==> config.mk <==
export PLATFORM = sky130hd
export DESIGN_NAME = abpc_queue
export DESIGN_NICKNAME = d
export VERILOG_FILES = /design/src/rtl/core/attribute_bitmap_pixel_colour_top_assert.svh /design/src/rtl/core/abpc_pkg.sv /design/src/rtl/core/abpc_queue.sv
export SDC_FILE = /design/constraint.sdc
export NUM_CORES = 1
export LEC_CHECK = 0
export ABC_AREA = 1
export ABC_CLOCK_PERIOD_IN_PS = 3000
export BUFFER_PORTS_ARGS = -buffer_cell sky130_fd_sc_hd__buf_2
export CAP_MARGIN = 0
export CORE_MARGIN = 3
export CORE_UTILIZATION = 53
export DETAILED_ROUTE_END_ITERATION = 12
export GPL_TIMING_DRIVEN = 0
export PLACE_DENSITY = 0.77
export SLEW_MARGIN = 20
export SYNTH_ARGS = -nofsm -noshare
export SYNTH_HDL_FRONTEND = slang
export SYNTH_SLANG_ARGS = --single-unit
==> constraint.sdc <==
create_clock -name clk -period 3 [get_ports clk]
set_input_delay 0.6 -clock clk [delete_from_list [all_inputs] [get_ports clk]]
set_output_delay 0.6 -clock clk [all_outputs]
set_load 0.005 [all_outputs]
==> src/rtl/core/attribute_bitmap_pixel_colour_top_assert.svh <==
// Assertion macros for the core modules; only abpc_back includes them.
`ifndef ATTRIBUTE_BITMAP_PIXEL_COLOUR_TOP_ASSERT_SVH
`define ATTRIBUTE_BITMAP_PIXEL_COLOUR_TOP_ASSERT_SVH

// Same-cycle implication, checked on every rising clk edge outside reset.
`define ABPC_ASSERT_IMP(lbl, ante, cons, msg) \
    lbl: assert property (@(posedge clk) disable iff (!rst_n) (ante) |-> (cons)) \
        else $error(msg);

// Next-cycle implication, checked on every rising clk edge outside reset.
`define ABPC_ASSERT_NXT(lbl, ante, cons, msg) \
    lbl: assert property (@(posedge clk) disable iff (!rst_n) (ante) |=> (cons)) \
        else $error(msg);

`endif

==> src/rtl/core/abpc_pkg.sv <==
`timescale 1ns / 1ps

package abpc_pkg;

    localparam int DEF_SCREEN_WIDTH  = 256;
    localparam int DEF_SCREEN_HEIGHT = 192;
    localparam int QUEUE_DEPTH       = 2;

    // Request codes on the input channel
    localparam logic [1:0] REQ_WR_BITMAP = 2'd0;
    localparam logic [1:0] REQ_WR_ATTR   = 2'd1;
    localparam logic [1:0] REQ_PIXEL     = 2'd2;

    // Operations queued between front and back
    typedef enum logic [1:0] {
        OP_WR_BITMAP,
        OP_WR_ATTR,
        OP_READ,
        OP_BLANK
    } op_kind_t;

    typedef enum logic {
        ST_CLEAR,
        ST_RUN
    } back_state_t;

    function automatic int cells_per_row(input int screen_width);
        return screen_width / 8;
    endfunction

    function automatic int bitmap_depth(input int screen_width, input int screen_height);
        return cells_per_row(screen_width) * screen_height;
    endfunction

    function automatic int attr_depth(input int screen_width, input int screen_height);
        return cells_per_row(screen_width) * (screen_height / 8);
    endfunction

    function automatic int idx_width(input int depth);
        return (depth > 1) ? $clog2(depth) : 1;
    endfunction

    // kind + bitmap index + attribute index + data byte + bit select
    function automatic int op_width(input int screen_width, input int screen_height);
        return 2 + idx_width(bitmap_depth(screen_width, screen_height))
                 + idx_width(attr_depth(screen_width, screen_height)) + 8 + 3;
    endfunction

    function automatic logic [1:0] channel_level(input logic [3:0] nibble,
                                                 input logic [1:0] ch);
        logic [1:0] level;
        if (!nibble[ch])
            level = 2'd0;
        else if (nibble[3])
            level = 2'd2;
        else
            level = 2'd1;
        return level;
    endfunction

endpackage

==> src/rtl/core/abpc_queue.sv <==
`timescale 1ns / 1ps

module abpc_queue #(
    parameter int WIDTH = 8,
    parameter int DEPTH = abpc_pkg::QUEUE_DEPTH
) (
    input  logic             clk,
    input  logic             rst_n,
    input  logic             push,
    input  logic [WIDTH-1:0] push_data,
    output logic             full,
    input  logic             pop,
    output logic             not_empty,
    output logic [WIDTH-1:0] head_data
);

    localparam int PTR_W = (DEPTH > 1) ? $clog2(DEPTH) : 1;
    localparam int CNT_W = $clog2(DEPTH + 1);

    logic [WIDTH-1:0] mem_reg [DEPTH];
    logic [PTR_W-1:0] wr_ptr_reg;
    logic [PTR_W-1:0] wr_ptr_next;
    logic [PTR_W-1:0] rd_ptr_reg;
    logic [PTR_W-1:0] rd_ptr_next;
    logic [CNT_W-1:0] count_reg;
    logic [CNT_W-1:0] count_next;

    assign full      = count_reg == CNT_W'(DEPTH);
    assign not_empty = count_reg != '0;
    assign head_data = mem_reg[rd_ptr_reg];

    always_comb
    begin
        wr_ptr_next = wr_ptr_reg;
        rd_ptr_next = rd_ptr_reg;
        count_next  = count_reg;
        if (push)
            wr_ptr_next = (wr_ptr_reg == PTR_W'(DEPTH - 1)) ? '0 : wr_ptr_reg + PTR_W'(1);
        if (pop)
            rd_ptr_next = (rd_ptr_reg == PTR_W'(DEPTH - 1)) ? '0 : rd_ptr_reg + PTR_W'(1);
        unique case ({push, pop})
            2'b10:   count_next = count_reg + CNT_W'(1);
            2'b01:   count_next = count_reg - CNT_W'(1);
            default: count_next = count_reg;
        endcase
    end

    always_ff @(posedge clk or negedge rst_n)
    begin
        if (!rst_n)
        begin
            wr_ptr_reg <= '0;
            rd_ptr_reg <= '0;
            count_reg  <= '0;
        end
        else
        begin
            wr_ptr_reg <= wr_ptr_next;
            rd_ptr_reg <= rd_ptr_next;
            count_reg  <= count_next;
        end
    end

    always_ff @(posedge clk)
    begin
        if (push)
            mem_reg[wr_ptr_reg] <= push_data;
    end

endmodule

==> results.json <==
{
  "place_inst": 102,
  "fin_crit_ns": 1.82,
  "area_growth_pct": 19.4,
  "top_usage_layer": "met2",
  "r2r-start": "wr_ptr_reg",
  "finalSetupViolations": 0,
  "rsz0062_at_grt": "false",
  "place_hpwl_um": 991,
  "firstDrtPassIters": 4,
  "yosysWarnings": 0,
  "syn_inst": 66,
  "root_buffer": "clkbuf_4",
  "fin_crit_sh_pct": 60.7,
  "vdd_drop_max_v": 0.000698,
  "drt_iter0_drc": 7,
  "use_met3_pct": 2.77,
  "htreeDepth": 1,
  "clock.fmax_mhz": 549,
  "hold_viol": 0,
  "vias_per_cell": 4.92,
  "hold_buffers": 0,
  "wl_per_cell_um": 12.5,
  "ioPinCount": 22,
  "layout_setup_ws_ns": 1.18,
  "critPathTopFamily": "buffers and inverters",
  "largest_reg_flops": 16,
  "placed_area_um2": 950,
  "gp_congestion": 0.695,
  "core_area_mm2": 0.00138,
  "layout_common_cells": "buf_2, edfxtp_1, inv_1, nand2_1, o21ai_0",
  "netlist_area_um2": 826,
  "yosysSeqAreaShare_pct": 70.3,
  "ys_ff_latch": 20,
  "dieArea_mm2": 0.00207,
  "grt_pass1_wl_um": 2040,
  "critPathMaxFanout": 10,
  "die_w_um": 45.5,
  "cp.required_ns": 2.40,
  "post-route-drc-count": 0,
  "grt_max_degree": 12,
  "path_cells": "buf_6, buf_12, nand2_1, o21ai_0, buf_2",
  "fp-row-count": 13,
  "grt_util_met2_pct": 26.7,
  "diodes": 0,
  "crit_path_start": "rd_ptr_reg",
  "max_stage_delay_ns": 0.39,
  "portBuffers": 21,
  "cpMaxStageDelayCell": "dfrtp_1",
  "die_y_um": 45.5,
  "final_common_cell": "buf_2",
  "maxCapViolations": 0,
  "slew_headroom_pct": 52.5,
  "power_density_mw_per_mm2": 870,
  "cts.sinks": 20,
  "post_cts_buffers": 0,
  "fin_area_um2": 986,
  "cts_made_buffers": 3,
  "power.leakage_uw": 0.000466,
  "endpoint_kind": "primary output",
  "drive_above_1_share_pct": 33.0,
  "worstMarginPinSlew_ns": 0.710,
  "place_ws_ns": 1.29,
  "status": "finished, final reports clean",
  "hold_path_class": "input port to async pin",
  "antenna_found_initial": 0,
  "tns_ns": 0,
  "vias": 521,
  "grt_overflow_total": 0,
  "path_buf_inv": 3,
  "cp.arrival_ns": 1.22,
  "synth_cell_types": 14,
  "skew_ns": 0.00109,
  "finish.net_count": 105,
  "postRouteWirelength_um": 1330,
  "track_usage_pct": 14.6,
  "ant_nets": 0,
  "final_cells": 106,
  "use_met1_pct": 15.0,
  "crit_type": "flop to primary output",
  "synth.avg_cell_area_um2": 12.5,
  "grt_pass1_vias": 527,
  "cts_tree": "done",
  "clk_pin_slew_ns": 0.10,
  "drv_slew": 0,
  "cts_buffer_depth": 2,
  "utilization_pct": 71.3,
  "start_kind": "flop",
  "clock_latency_ns": 0.30,
  "synth_fp_nets": 79,
  "cts_resized": 0,
  "start_util_pct": 59.7
}
worst paths after layout:
check,endpoint,slack (ns),cells after the start
max in group asynchronous,count_reg[0],2.80,1
min in group clk,mem_reg[0][4],0.48,1
hold reg to reg,count_reg[1],0.49,2
hold / removal,wr_ptr_reg,0.08,1
setup / recovery,head_data[4],1.18,5
setup reg to reg,mem_reg[0][5],1.66,1
layout make-up:
type	instances	area, um2
Sequential cell	20	581
Fill cell	106	397
Multi-Input combinational cell	30	161
Timing Repair Buffer	21	105
Inverter	14	52.6
Clock buffer	4	36.3
Buffer	2	31.3
Tap cell	15	18.8
logic make-up (layout without fill, tap and decap cells):
kind of cell               Yosys count  after routing  share of synthesized area, %
DFF                                 20             20                          70.3
and+or+nand+nor                     18             18                          8.64
buffers and inverters               16             41                          10.2
adders and majority gates            1              1                          1.51
xor gates and xnor gates             3              3                          3.18
AOI/OAI and AO/OA                    8              8                          6.21
Yosys cell counts, drive strengths merged:
library cell  count  area share (%)
xnor2             1             1.1
xor2              2             2.1
o21ai             8             6.2
nand2            14             6.4
edfxtp           16              58
buf               2             3.8
nor2              2            0.91
nand4             1            0.76
inv              14             6.4
nand3             1            0.61
ha                1             1.5
dfrtp             4              12
layer usage:
metal,vias to the layer above,share of wire [%]
met4,0,2.4
li1,265,-
met2,17,51
met3,5,5.9
met5,-,0
met1,234,40
stage by stage:
| step | total power [uW] | hold WS [ns] |
|---|---|---|
| 6_report | 858 | 0.0821 |
| 5_1_grt | 909 | 0.0784 |
| 4_1_cts | 867 | 0.0808 |
| 3_5_place_dp | 718 | 0.408 |
| 3_3_place_gp | 702 | 0.408 |
| 2_1_floorplan | 603 | 0.304 |
report_power, final:
| group | internal [uW] | switching [uW] | total [uW] |
|---|---|---|---|
| registers | 377 | 29.5 | 406 |
| clock network | 74.0 | 78.6 | 153 |
| logic | 140 | 159 | 299 |
No activity file was read; power rests on OpenSTA's default activity.
