File: src/rtl/core/attribute_bitmap_pixel_colour_top_assert.svh
// Assertion macros for the core modules; only abpc_back includes them.
`ifndef ATTRIBUTE_BITMAP_PIXEL_COLOUR_TOP_ASSERT_SVH
`define ATTRIBUTE_BITMAP_PIXEL_COLOUR_TOP_ASSERT_SVH

// Same-cycle implication, checked on every rising clk edge outside reset.
`define ABPC_ASSERT_IMP(lbl, ante, cons, msg) \
    lbl: assert property (@(posedge clk) disable iff (!rst_n) (ante) |-> (cons)) \
        else $error(msg);

// Next-cycle implication, checked on every rising clk edge outside reset.
`define ABPC_ASSERT_NXT(lbl, ante, cons, msg) \
    lbl: assert property (@(posedge clk) disable iff (!rst_n) (ante) |=> (cons)) \
        else $error(msg);

`endif

File: src/rtl/core/abpc_pkg.sv
`timescale 1ns / 1ps

package abpc_pkg;

    localparam int DEF_SCREEN_WIDTH  = 256;
    localparam int DEF_SCREEN_HEIGHT = 192;
    localparam int QUEUE_DEPTH       = 2;

    // Request codes on the input channel
    localparam logic [1:0] REQ_WR_BITMAP = 2'd0;
    localparam logic [1:0] REQ_WR_ATTR   = 2'd1;
    localparam logic [1:0] REQ_PIXEL     = 2'd2;

    // Operations queued between front and back
    typedef enum logic [1:0] {
        OP_WR_BITMAP,
        OP_WR_ATTR,
        OP_READ,
        OP_BLANK
    } op_kind_t;

    typedef enum logic {
        ST_CLEAR,
        ST_RUN
    } back_state_t;

    function automatic int cells_per_row(input int screen_width);
        return screen_width / 8;
    endfunction

    function automatic int bitmap_depth(input int screen_width, input int screen_height);
        return cells_per_row(screen_width) * screen_height;
    endfunction

    function automatic int attr_depth(input int screen_width, input int screen_height);
        return cells_per_row(screen_width) * (screen_height / 8);
    endfunction

    function automatic int idx_width(input int depth);
        return (depth > 1) ? $clog2(depth) : 1;
    endfunction

    // kind + bitmap index + attribute index + data byte + bit select
    function automatic int op_width(input int screen_width, input int screen_height);
        return 2 + idx_width(bitmap_depth(screen_width, screen_height))
                 + idx_width(attr_depth(screen_width, screen_height)) + 8 + 3;
    endfunction

    function automatic logic [1:0] channel_level(input logic [3:0] nibble,
                                                 input logic [1:0] ch);
        logic [1:0] level;
        if (!nibble[ch])
            level = 2'd0;
        else if (nibble[3])
            level = 2'd2;
        else
            level = 2'd1;
        return level;
    endfunction

endpackage

File: src/rtl/core/abpc_front.sv
`timescale 1ns / 1ps

module abpc_front #(
    parameter int SCREEN_WIDTH  = abpc_pkg::DEF_SCREEN_WIDTH,
    parameter int SCREEN_HEIGHT = abpc_pkg::DEF_SCREEN_HEIGHT
) (
    input  logic [1:0]  req_type,
    input  logic [12:0] addr,
    input  logic [7:0]  wdata,
    input  logic [7:0]  pix_x,
    input  logic [7:0]  pix_y,
    output logic        keep,
    output logic [abpc_pkg::op_width(SCREEN_WIDTH, SCREEN_HEIGHT)-1:0] op_data
);

    localparam int CELLS        = abpc_pkg::cells_per_row(SCREEN_WIDTH);
    localparam int BITMAP_DEPTH = abpc_pkg::bitmap_depth(SCREEN_WIDTH, SCREEN_HEIGHT);
    localparam int ATTR_DEPTH   = abpc_pkg::attr_depth(SCREEN_WIDTH, SCREEN_HEIGHT);
    localparam int BIDX_W       = abpc_pkg::idx_width(BITMAP_DEPTH);
    localparam int AIDX_W       = abpc_pkg::idx_width(ATTR_DEPTH);
    localparam int WIDE_W       = 14 + $clog2(CELLS + 1);

    typedef struct packed {
        abpc_pkg::op_kind_t  kind;
        logic [BIDX_W-1:0]   bidx;
        logic [AIDX_W-1:0]   aidx;
        logic [7:0]          wdata;
        logic [2:0]          bit_sel;
    } op_t;

    logic [WIDE_W-1:0] x_w;
    logic [WIDE_W-1:0] y_w;
    logic [WIDE_W-1:0] addr_w;
    logic [WIDE_W-1:0] bidx_w;
    logic [WIDE_W-1:0] aidx_w;
    logic              visible;
    op_t               op;

    assign x_w    = WIDE_W'(pix_x);
    assign y_w    = WIDE_W'(pix_y);
    assign addr_w = WIDE_W'(addr);

    assign bidx_w = y_w * WIDE_W'(CELLS) + (x_w >> 3);
    assign aidx_w = (y_w >> 3) * WIDE_W'(CELLS) + (x_w >> 3);

    assign visible = (x_w < WIDE_W'(SCREEN_WIDTH)) && (y_w < WIDE_W'(SCREEN_HEIGHT))
                  && (bidx_w < WIDE_W'(BITMAP_DEPTH)) && (aidx_w < WIDE_W'(ATTR_DEPTH));

    always_comb
    begin
        op.kind    = abpc_pkg::OP_BLANK;
        op.bidx    = bidx_w[BIDX_W-1:0];
        op.aidx    = aidx_w[AIDX_W-1:0];
        op.wdata   = wdata;
        op.bit_sel = ~pix_x[2:0];
        keep       = 1'b0;
        unique case (req_type)
            abpc_pkg::REQ_WR_BITMAP:
            begin
                op.kind = abpc_pkg::OP_WR_BITMAP;
                op.bidx = addr_w[BIDX_W-1:0];
                keep    = addr_w < WIDE_W'(BITMAP_DEPTH);
            end
            abpc_pkg::REQ_WR_ATTR:
            begin
                op.kind = abpc_pkg::OP_WR_ATTR;
                op.aidx = addr_w[AIDX_W-1:0];
                keep    = addr_w < WIDE_W'(ATTR_DEPTH);
            end
            abpc_pkg::REQ_PIXEL:
            begin
                // off-screen pixels still give one all-zero result
                op.kind = visible ? abpc_pkg::OP_READ : abpc_pkg::OP_BLANK;
                keep    = 1'b1;
            end
            default:
            begin
                // unused request code: drop
                keep = 1'b0;
            end
        endcase
    end

    assign op_data = op;

endmodule

File: config.mk
export PLATFORM = sky130hd
export DESIGN_NAME = abpc_front
export DESIGN_NICKNAME = d
export VERILOG_FILES = /design/src/rtl/core/attribute_bitmap_pixel_colour_top_assert.svh /design/src/rtl/core/abpc_pkg.sv /design/src/rtl/core/abpc_front.sv
export SDC_FILE = /design/constraint.sdc
export NUM_CORES = 1
export LEC_CHECK = 0
export BUFFER_PORTS_ARGS = -buffer_cell sky130_fd_sc_hd__buf_4
export CAP_MARGIN = 10
export CORE_MARGIN = 2
export CORE_UTILIZATION = 24
export DETAILED_ROUTE_END_ITERATION = 12
export PLACE_DENSITY = 0.87
export SLEW_MARGIN = 20
export SYNTH_ARGS = -nofsm -noshare
export SYNTH_HDL_FRONTEND = slang
export SYNTH_SLANG_ARGS = --single-unit
File: constraint.sdc
create_clock -name vclk -period 1.1
set_input_delay 0.22 -clock vclk [all_inputs]
set_output_delay 0.22 -clock vclk [all_outputs]
set_load 0.1 [all_outputs]
==> results of run 1 <==
==> layout by cell type, fill, tap and decap left out, drive strengths merged <==
cell   netlist  final
a21oi        1      1
nor2         1      1
mux2        23     23
a21o         1      1
a31oi        1      1
buf          9     65
nand2        1      2
nor3         1      1
a31o         1      1
inv          4      4
==> through the flow <==
stage	setup WS [ps]	TNS (ps)	cells	hold slack (ps)
detailed placement	-335	-7610	114	441
global placement	-323	-7370	114	441
floorplan	-118	-2330	44	652
global route	-278	-5760	116	440
CTS	-256	-5240	114	441
finish	-261	-5240	116	440
==> path summary, 6_finish.rpt <==
check / from / to / slack [ps] / cells past startpoint
setup / recovery: req_type[1] / op_data[26] / -260 / 5
hold / removal: wdata[2] / op_data[5] / 440 / 0
==> cells in the mapped netlist (all sizes together) <==
library cell / number
a21o: 1
a21oi: 1
a31o: 1
a31oi: 1
buf: 9
clkbuf: 1
inv: 4
mux2: 23
nand2: 1
nor2: 1
nor3: 1
==> layer usage <==
| layer | wire, um | share of wire (%) |
|---|---|---|
| met5 | 0 | 0 |
| met4 | 5 | 0.28 |
| met3 | 159 | 8.8 |
| met2 | 1030 | 57 |
| met1 | 610 | 34 |
==> layout make-up <==
class / instances / area, um^2 / share of cell area [%]
Tap cell: 16 / 20.0 / 1.72
Timing Repair Buffer: 65 / 748 / 64.2
Multi-Input combinational cell: 31 / 382 / 32.8
Inverter: 4 / 15.0 / 1.29
==> worst max-delay path: stages <==
cell and delay (ps):
buf_8 100, nor2_4 160, buf_12 160, mux2_4 320
buf_12 170
==> what timing repair did <==
action | 4_1_cts | 5_1_grt
pin swaps | 3 | 3
gates cloned | 0 | 1
setup endpoints to repair | 25 | 24
hold buffers | 0 | 0
buffers inserted | 0 | 1
resized for setup | 58 | 3
==> power groups by stage <==
stage / clock [mW] / combinational [mW] / sequential [mW]
floorplan: 0 / 0.871 / 0
global placement: 0 / 0.967 / 0
detailed placement: 0 / 0.975 / 0
CTS: 0 / 1.14 / 0
global route: 0 / 1.18 / 0
finish: 0 / 1.15 / 0
==> cell families after synthesis <==
logic type	synth area share (%)
buffers and inverters	22.9
and+or+nand+nor	4.45
muxes	65.7
AOI/OAI and AO/OA	6.99
==> impl_results.md, run 1 <==
- Sequential share of the synthesized area: 0%
- Required time of the critical path: 880 ps
- Die Ht: 44.5 um
- DRT Pass-1 Iters: 4
- WL/cell: around 16 um
- Vias in the first global route: 623
- Internal cell power: 413 uW
- Area Growth Syn to Fin: 196%
- Met3 Usage GRT: 1.22%
- Final net count: 141
- Mapped Cells: 44
- Pwr dens: roughly 1000 nW/um^2
- RSZ-0062 raised after global routing: true
- Switching share of power: 64.1%
- Maximum vdd drop: a little over 0.0006 V
- Final setup margin: -261 ps
- Final instance area: 1160 um^2
- Area leader, netlist: mux2_2
- Post-synth top area share: 65.7%
- Type of origin of the critical path: input port
- Net Sw Power: 737 uW
- Syn nets: 83
- GP Congestion: 0.809
- Critical Path End Type: output pin
- CP Max Fanout: 8
- GRT busiest layer: met2
- Vias per Instance: about 4.9
- Final Cycle Share: 124%
- Synth unique cells: 12
- Buffers on Ports: 60
- Seq cells: 0
- Core Footprint: 1520 um^2
- N_diodes: 0
- CP Class: in2out
- Total track usage: between 10% and 20%
- Post-layout util: 76.4%
- Die width: 44.5 um
- Residual DRC: 0
- Violated checks: negative setup slack
- I/O pin cnt: 76
- Reg power frac: 0%
- Mapped cell area: 394 um^2
- Max Cap Viol: 0
- Avg Cell Area, Syn: around 9 um^2
- Comb power frac: 100.0%
- HPWL after DPL: between 1000 and 1500 um
- Initial antenna violation count: 0
- Hold Fails Final Rpt: 0
- Slew Viols, Final: 0
- First DRT Iteration DRCs: 2
- Clock Buffer Count: 0
- Placed cell area: 900 um^2
- Sequential Area: 0 um^2
- Grt met2 use: 36.8%
- Static leakage: 0.593 nW
- Final min period: 1360 ps
- CP arrival: 1140 ps
- Clk network pwr share: 0%
- Total power: 1.15 mW
- Routed Wire Length: 1810 um
- Slew @ Worst Pin: roughly 280 ps
- Layout filler cell count: 100
- Largest cells by area after synthesis: mux2_2 (66%), buf_4 (15%), inv_1 (3.8%), buf_6 (2.9%), a31o_2 (2.2%)
- # rows: 14
- Largest net degree at the start of global routing: 11
- Initial Utilization: between 20% and 30%
- Post-DRT Antenna Nets: 0
- GRT met1 Usage: 18.6%
- Status: finished with violations
- Final Setup Violations: 24
- Fmax achieved: 735 MHz
- Grt total ovfl: 0
- Layout cells sized above 1: 94.0%
- DIE AREA: 1980 um^2
- Vias after detailed routing: roughly 570
- First-pass GRT wire length: around 2800 um
- Hold Path Class: in2out
- Slew Limit Headroom: 81.2%
- Synth warn: 0
No activity file was read; power rests on OpenSTA's default activity.
==> run 2: changes to the inputs <==
--- a/config.mk
+++ b/config.mk
@@ -5,12 +5,14 @@
 export SDC_FILE = /design/constraint.sdc
 export NUM_CORES = 1
 export LEC_CHECK = 0
+export ABC_AREA = 1
 export BUFFER_PORTS_ARGS = -buffer_cell sky130_fd_sc_hd__buf_4
 export CAP_MARGIN = 10
 export CORE_MARGIN = 2
-export CORE_UTILIZATION = 24
+export CORE_UTILIZATION = 25
 export DETAILED_ROUTE_END_ITERATION = 12
 export PLACE_DENSITY = 0.87
+export SKIP_LAST_GASP = 1
 export SLEW_MARGIN = 20
 export SYNTH_ARGS = -nofsm -noshare
 export SYNTH_HDL_FRONTEND = slang
==> run 2 against run 1 <==
  * The flow now stops in clock tree synthesis (4_1_cts)
  * Area after synthesis up 5.4%
  * Synthesized cell count rose by 98%
==> impl_results.md, run 2 <==
- Post-cts resize count: 87 (was 58)
- Sequential share of the synthesized area: 0% (unchanged)
- Avg Cell Area, Syn: 4.77 um^2 (was 8.96 um^2)
- Post-synth top area share: 28.0% (was 65.7%)
- Postcts setup bufs: 7 (was 0)
- Hold Buf Count CTS: 0 (unchanged)
- I/O pin cnt: 76 (unchanged)
- Mapped Cells: 87 (was 44)
- Stop stage: clock tree synthesis (4_1_cts)
- Buffers on Ports: 60 (unchanged)
- HPWL after DPL: 1820 um (was 1300 um)
- Synth top cells by count: nand2_1 (31), o21ai_1 (20), inv_1 (14) (was mux2_2 (23), buf_4 (8), inv_1 (4))
- Initial Utilization: 27.3% (was 25.9%)
- GP Congestion: 0.785 (was 0.809)
- Synth unique cells: 12 (unchanged)
- Largest cells by area after synthesis: nand2_1 (28%), o21ai_1 (24%), buf_4 (16%), inv_1 (13%), nor2_4 (5.4%) (was mux2_2 (66%), buf_4 (15%), inv_1 (3.8%), buf_6 (2.9%), a31o_2 (2.2%))
- Pre-CTS WS: -369 ps (was -335 ps)
- # rows: 14 (unchanged)
- Die width: 44.8 um (was 44.5 um)
- Mapped cell area: 415 um^2 (was 394 um^2)
- Count leader, synth: nand2_1 (was mux2_2)
- Synth warn: 0 (unchanged)
- Log Error: [ERROR DPL-0038] Utilization greater than 100%, impossible to legalize
- Area leader, netlist: nand2_1 (was mux2_2)
- Status: did not finish (was finished with violations)
- Syn nets: 126 (was 83)
- Die Ht: 44.8 um (was 44.5 um)
## run 2: changes by cell type after synthesis, moves of 2 or more
| cell | delta |
|---|---|
| nand2_1 | +31 |
| mux2_2 | -23 |
| o21ai_1 | +20 |
| inv_1 | +10 |
| inv_2 | +4 |
| nor2_4 | +2 |
## run 2: logic make-up after synthesis
| family | share of synthesized area, % |
|---|---|
| compound gates | 28.3 |
| simple gates | 35.5 |
| buf+inv | 36.1 |
## run 2: through the flow
step           instances  instance area, um^2
2_1_floorplan         87                  795
3_3_place_gp         167                 1300
3_5_place_dp         167                 1300
==> run 3: changes to the inputs <==
--- a/config.mk
+++ b/config.mk
@@ -8,10 +8,10 @@
 export ABC_AREA = 1
 export BUFFER_PORTS_ARGS = -buffer_cell sky130_fd_sc_hd__buf_4
 export CAP_MARGIN = 10
-export CORE_MARGIN = 2
-export CORE_UTILIZATION = 25
+export CORE_AREA = 2 2 63 65
 export DETAILED_ROUTE_END_ITERATION = 12
-export PLACE_DENSITY = 0.87
+export DIE_AREA = 0 0 65 67
+export PLACE_DENSITY_LB_ADDON = 0.15
 export SKIP_LAST_GASP = 1
 export SLEW_MARGIN = 20
 export SYNTH_ARGS = -nofsm -noshare
==> constraint.sdc (replaced) <==
create_clock -name vclk -period 1.4
set_input_delay 0.28 -clock vclk [all_inputs]
set_output_delay 0.28 -clock vclk [all_outputs]
set_load 0.1 [all_outputs]
==> run 3 against run 2 <==
  * The flow now finishes, with violations (negative setup slack)
  * Synthesized cell count unchanged
  * Area after synthesis unchanged
==> impl_results.md, run 3 <==
- Count leader, synth: nand2_1 (unchanged)
- Max stage delay on crit path: 230 ps
- WL/cell: approximately 11 um
- Crit path top cell by count: buf_12
- Fmax achieved: 711 MHz
- Slowest-stage cell, CP: nor2_4
- Max Cap Viol: 0
- HPWL after DPL: 1660 um (was 1820 um)
- DRT Pass-1 Iters: 3
- CP Class: in2out
- Die width: 65 um (was 44.8 um)
- Area leader, netlist: nand2_1 (unchanged)
- Die Ht: 67 um (was 44.8 um)
- CP Max Fanout: 5
- Total track usage: 9.20%
- Most common cell after layout, fill and taps aside: buf_4
- Final min period: 1410 ps
- Residual DRC: 0
- Required time of the critical path: 1120 ps
- Hold Path Class: in2out
- Vias per Instance: 3.92
- Initial Utilization: 11.5% (was 27.3%)
- Area Growth Syn to Fin: 276%
- Layout cells sized above 1: 79.1%
- Buffers on Ports: 60 (unchanged)
- Synth unique cells: 12 (unchanged)
- Hold Slack: 560 ps
- Critical Path End Type: output pin
- Vias after detailed routing: slightly below 800
- Pwr dens: 673 nW/um^2
- Maximum vdd drop: 0.000293 V
- Type of origin of the critical path: input port
- Most frequent cells in the layout: buf_4 (42), buf_12 (19), o21ai_4 (18)
- Final setup margin: -5.52 ps
- Mapped cell area: 415 um^2 (unchanged)
- Slew @ Worst Pin: 273 ps
- Finished Layout Cells: 196
- Synth warn: 0 (unchanged)
- Sequential share of the synthesized area: 0% (unchanged)
- First DRT Iteration DRCs: 9
- Post-DRT Antenna Nets: 0
- Avg Cell Area, Syn: 4.77 um^2 (unchanged)
- Worst Setup EP: op_data[19]
- First-pass GRT wire length: 3290 um
- Synth top cells by count: nand2_1 (31), o21ai_1 (20), inv_1 (14) (unchanged)
- RSZ-0062 raised after global routing: true
- Final Cycle Share: 100%
- Hold Fails Final Rpt: 0
- Syn nets: 126 (unchanged)
- Slew Viols, Final: 0
- DIE AREA: 4360 um^2
- Delay-heaviest family, CP: buffers and inverters
- Largest net degree at the start of global routing: 17
- Slew Limit Headroom: 81.7%
- I/O pin cnt: 76 (unchanged)
- Largest cells by area after synthesis: nand2_1 (28%), o21ai_1 (24%), buf_4 (16%), inv_1 (13%), nor2_4 (5.4%) (unchanged)
- # rows: 22 (was 14)
- Clock Buffer Count: 0
- Mapped Cells: 87 (unchanged)
- Violated checks: negative setup slack
- CP arrival: 1130 ps
- Seq cells: 0
- Layout filler cell count: 364
- Placed cell area: 1180 um^2 (was 1300 um^2)
- Vias in the first global route: 798
- CP startpoint: req_type[0]
- Status: finished with violations (was did not finish)
- Final net count: 189
- Routed Wire Length: approximately 2100 um
- Final instance area: 1560 um^2
- Hold Buf Count CTS: 0 (unchanged)
- Initial antenna violation count: 0
- Critical Path, Cell by Cell: buf_8 > inv_6 > nor2_4 > buf_12 > nand2_2 > o21ai_2 > buf_12
- CP Buf/Inv Count: 4
- Core Footprint: 3610 um^2
- Placed cell count: 193 (was 167)
- Grt total ovfl: 0
- Levels on crit path: 7
- Sequential Area: 0 um^2
- N_diodes: 0
- Setup TNS: -6.67 ps
- GP Congestion: 0.669 (was 0.785)
- Post-synth top area share: 28.0% (unchanged)
- Static leakage: 0.723 nW
- Final Setup Violations: 2
==> run 3: cell counts after synthesis <==
Identical to the previous run, type by type.
==> run 3: layer usage <==
layer  wire length (um)  track usage (%)  share of wire, %  vias up
li1                   -                -                 -      385
met3                179             1.52               8.4        0
met4                  0                0                 0        0
met2               1150             17.9                54       42
met1                793             11.1                37      342
met5                  0                0                 0        -
==> run 3: cell families (layout without fill, tap and decap cells) <==
kind of cell / Yosys count / after routing / synth area share (%)
buffers and inverters: 29 / 90 / 36.1
AOI/OAI and AO/OA: 23 / 23 / 28.3
and+or+nand+nor: 35 / 35 / 35.5
==> run 3: repair_timing <==
action                                 4_1_cts  5_1_grt
gates resized for setup                     48       42
cloned                                       1        0
endpoints found under the hold margin        0        0
setup endpoints to repair                   24       18
setup buffers                                3        0
pin swaps                                    1        2
==> run 3: worst min-delay path by stage <==
| stage | endpoint | slack [ps] | startpoint | cells past startpoint |
|---|---|---|---|---|
| floorplan | keep | 730 | req_type[0] | 1 |
| global placement | op_data[3] | 560 | wdata[0] | 0 |
| detailed placement | op_data[3] | 560 | wdata[0] | 0 |
| CTS | op_data[3] | 560 | wdata[0] | 0 |
| global route | op_data[4] | 560 | wdata[1] | 0 |
| finish | op_data[4] | 560 | wdata[1] | 0 |
==> run 3: area by class of cell <==
| cell class | instances | area [um^2] | share of cell area [%] |
|---|---|---|---|
| timing repair buffer | 72 | 823 | 52.8 |
| inverter | 18 | 80.1 | 5.13 |
| tap | 48 | 60.1 | 3.85 |
| multi-input combinational | 58 | 597 | 38.3 |
==> run 3: stage by stage <==
step	total power, mW	util, %	setup slack [ps]
after CTS	0.985	39.1	0.499
after detailed placement	0.870	32.7	-122
after floorplan	0.760	-	-254
after global routing	1.09	43.3	-39.9
after global placement	0.865	32.7	-108
final	1.05	43.3	-5.52
==> run 3: power breakdown <==
part	leakage [nW]	internal (mW)	switching [mW]
Sequential	0	0	0
Combinational	0.723	0.363	0.688
Clock	0	0	0
==> run 4: changes to the inputs <==
==> constraint.sdc (replaced) <==
create_clock -name vclk -period 1.6
set_input_delay 0.32 -clock vclk [all_inputs]
set_output_delay 0.32 -clock vclk [all_outputs]
set_load 0.1 [all_outputs]
==> run 4 against run 3 <==
  * The flow now finishes without violations
  * Hold slack improved by 80 ps
  * Cell count unchanged
  * Final area shrank 25%
  * Combinational power fell by 28%
  * Critical path type unchanged
  * Die area stayed put
  * Wire length fell by 14%
  * Clock-buffer cell count unchanged
  * Worst setup slack improved by 42 ps
  * Non-clock buffer count unchanged
  * First-iteration DRC count up 89%
==> impl_results.md, run 4 (same netlist as run 3, synthesis figures left out) <==
- Status: finished, final reports clean (was finished with violations)
- Grt total ovfl: 0 (unchanged)
- Layout filler cell count: 390 (was 364)
- WL/cell: 9.33 um (was 10.8 um)
- Setup TNS: 0 ps (was -6.67 ps)
- First DRT Iteration DRCs: 17 (was 9)
- Clock Buffer Count: 0 (unchanged)
- Final net count: 189 (unchanged)
- Slew Viols, Final: 0 (unchanged)
- Hold Slack: 640 ps (was 560 ps)
- Postcts setup bufs: 0 (was 3)
- Switching share of power: 72.4% (was 65.5%)
- Slew Limit Headroom: 81.0% (was 81.7%)
- Buffers on Ports: 60 (unchanged)
- # rows: 22 (unchanged)
- First-pass GRT wire length: 2990 um (was 3290 um)
- Residual DRC: 0 (unchanged)
- Routed Wire Length: 1830 um (was 2120 um)
- Initial antenna violation count: 0 (unchanged)
- Vias per Instance: 3.74 (was 3.92)
- N_diodes: 0 (unchanged)
- Finished Layout Cells: 196 (unchanged)
- Hold Fails Final Rpt: 0 (unchanged)
- DRT Pass-1 Iters: 2 (was 3)
- Internal cell power: 209 uW (was 363 uW)
- Maximum vdd drop: 0.000203 V (was 0.000293 V)
- Final Cycle Share: 97.7%
- Die Ht: 67 um (unchanged)
- Vias in the first global route: 724 (was 798)
- Type of origin of the critical path: input port (unchanged)
- GP Congestion: 0.635 (was 0.669)
- Placed cell count: 196 (was 193)
- Critical Path End Type: output pin (unchanged)
- Net Sw Power: 548 uW (was 688 uW)
- Sequential Area: 0 um^2 (unchanged)
- Final Setup Violations: 0 (was 2)
- Most frequent cells in the layout: buf_4 (60), nand2_1 (28), inv_1 (14) (was buf_4 (42), buf_12 (19), o21ai_4 (18))
- Most common cell after layout, fill and taps aside: buf_4 (unchanged)
- Pre-CTS WS: -15.4 ps (was -122 ps)
- Total power: 758 uW (was 1.05 mW)
- Initial Utilization: 11.5% (unchanged)
- Post-DRT Antenna Nets: 0 (unchanged)
- Final setup margin: 36.7 ps (was -5.52 ps)
- I/O pin cnt: 76 (unchanged)
- Clk network pwr share: 0% (about the same)
- Static leakage: 0.608 nW (was 0.723 nW)
- Reg power frac: 0% (about the same)
- HPWL after DPL: 1590 um (was 1660 um)
- DIE AREA: 4360 um^2 (unchanged)
- Fmax achieved: 640 MHz
- Largest net degree at the start of global routing: 16 (was 17)
- Hold Path Class: in2out (unchanged)
- Final instance area: 1170 um^2 (was 1560 um^2)
- Area Growth Syn to Fin: 182% (was 276%)
- Seq cells: 0 (unchanged)
- CP Max Fanout: 15 (was 5)
- Final min period: ~1600 ps
- Layout cells sized above 1: 69.6% (was 79.1%)
- Core Footprint: 3610 um^2 (unchanged)
- Slew @ Worst Pin: 287 ps (was 273 ps)
- Required time of the critical path: 1280 ps (was 1120 ps)
- Hold Buf Count CTS: 0 (unchanged)
- Vias after detailed routing: 733 (was 769)
- Total track usage: 8.13% (was 9.20%)
- Max Cap Viol: 0 (unchanged)
- Pwr dens: 647 nW/um^2 (was 673 nW/um^2)
- CP Class: in2out (unchanged)
- Comb power frac: 100.0% (about the same)
- Die width: 65 um (unchanged)
- Post-layout util: 32.5% (was 43.3%)
- CP arrival: 1240 ps (was 1130 ps)
- Placed cell area: 1120 um^2 (was 1180 um^2)
-- run 4: changes by cell type in the layout (fill, tap and decap cells not counted), moves of 3 or more --
cell and change:
buf_4 +18, buf_12 -17, nand2_1 +13, o21ai_2 +9
o21ai_4 -9, nand2_2 -8, inv_2 +3, nand2_8 -3
-- run 4: per-layer routing --
metal	global-route usage [%]	share of wire, %	wire length (um)
met1	10.0	38	690
met2	15.1	49	892
met3	1.69	13	235
met4	0.532	0.55	10
met5	0	0	0
-- run 4: timing repair --
item | in CTS | in global routing
cloned | 0 | 0
setup endpoints to repair | 3 | 9
resized for setup | 3 | 10
-- run 4: power by group through the flow --
stage	clock network [mW]	registers [mW]	logic (mW)
2_1_floorplan	0	0	0.643
3_3_place_gp	0	0	0.737
3_5_place_dp	0	0	0.739
4_1_cts	0	0	0.745
5_1_grt	0	0	0.789
6_report	0	0	0.758
-- run 4: critical path, stage by stage --
cell and delay, ps:
buf_4 130, inv_2 70, nor2_4 40, buf_12 140, buf_4 140, o21ai_4 100
buf_4 300
-- run 4: final cells by class --
type / count / area [um^2] / area share (%)
Multi-Input combinational cell: 58 / 440 / 37.6
Tap cell: 48 / 60.1 / 5.13
Inverter: 18 / 67.6 / 5.77
Timing Repair Buffer: 72 / 603 / 51.5
-- run 4: path summary, 6_finish.rpt --
check / cells after the start / to / from / slack [ps]
worst min-delay path: 0 / op_data[8] / wdata[5] / 640
worst max-delay path: 7 / op_data[13] / req_type[0] / 40
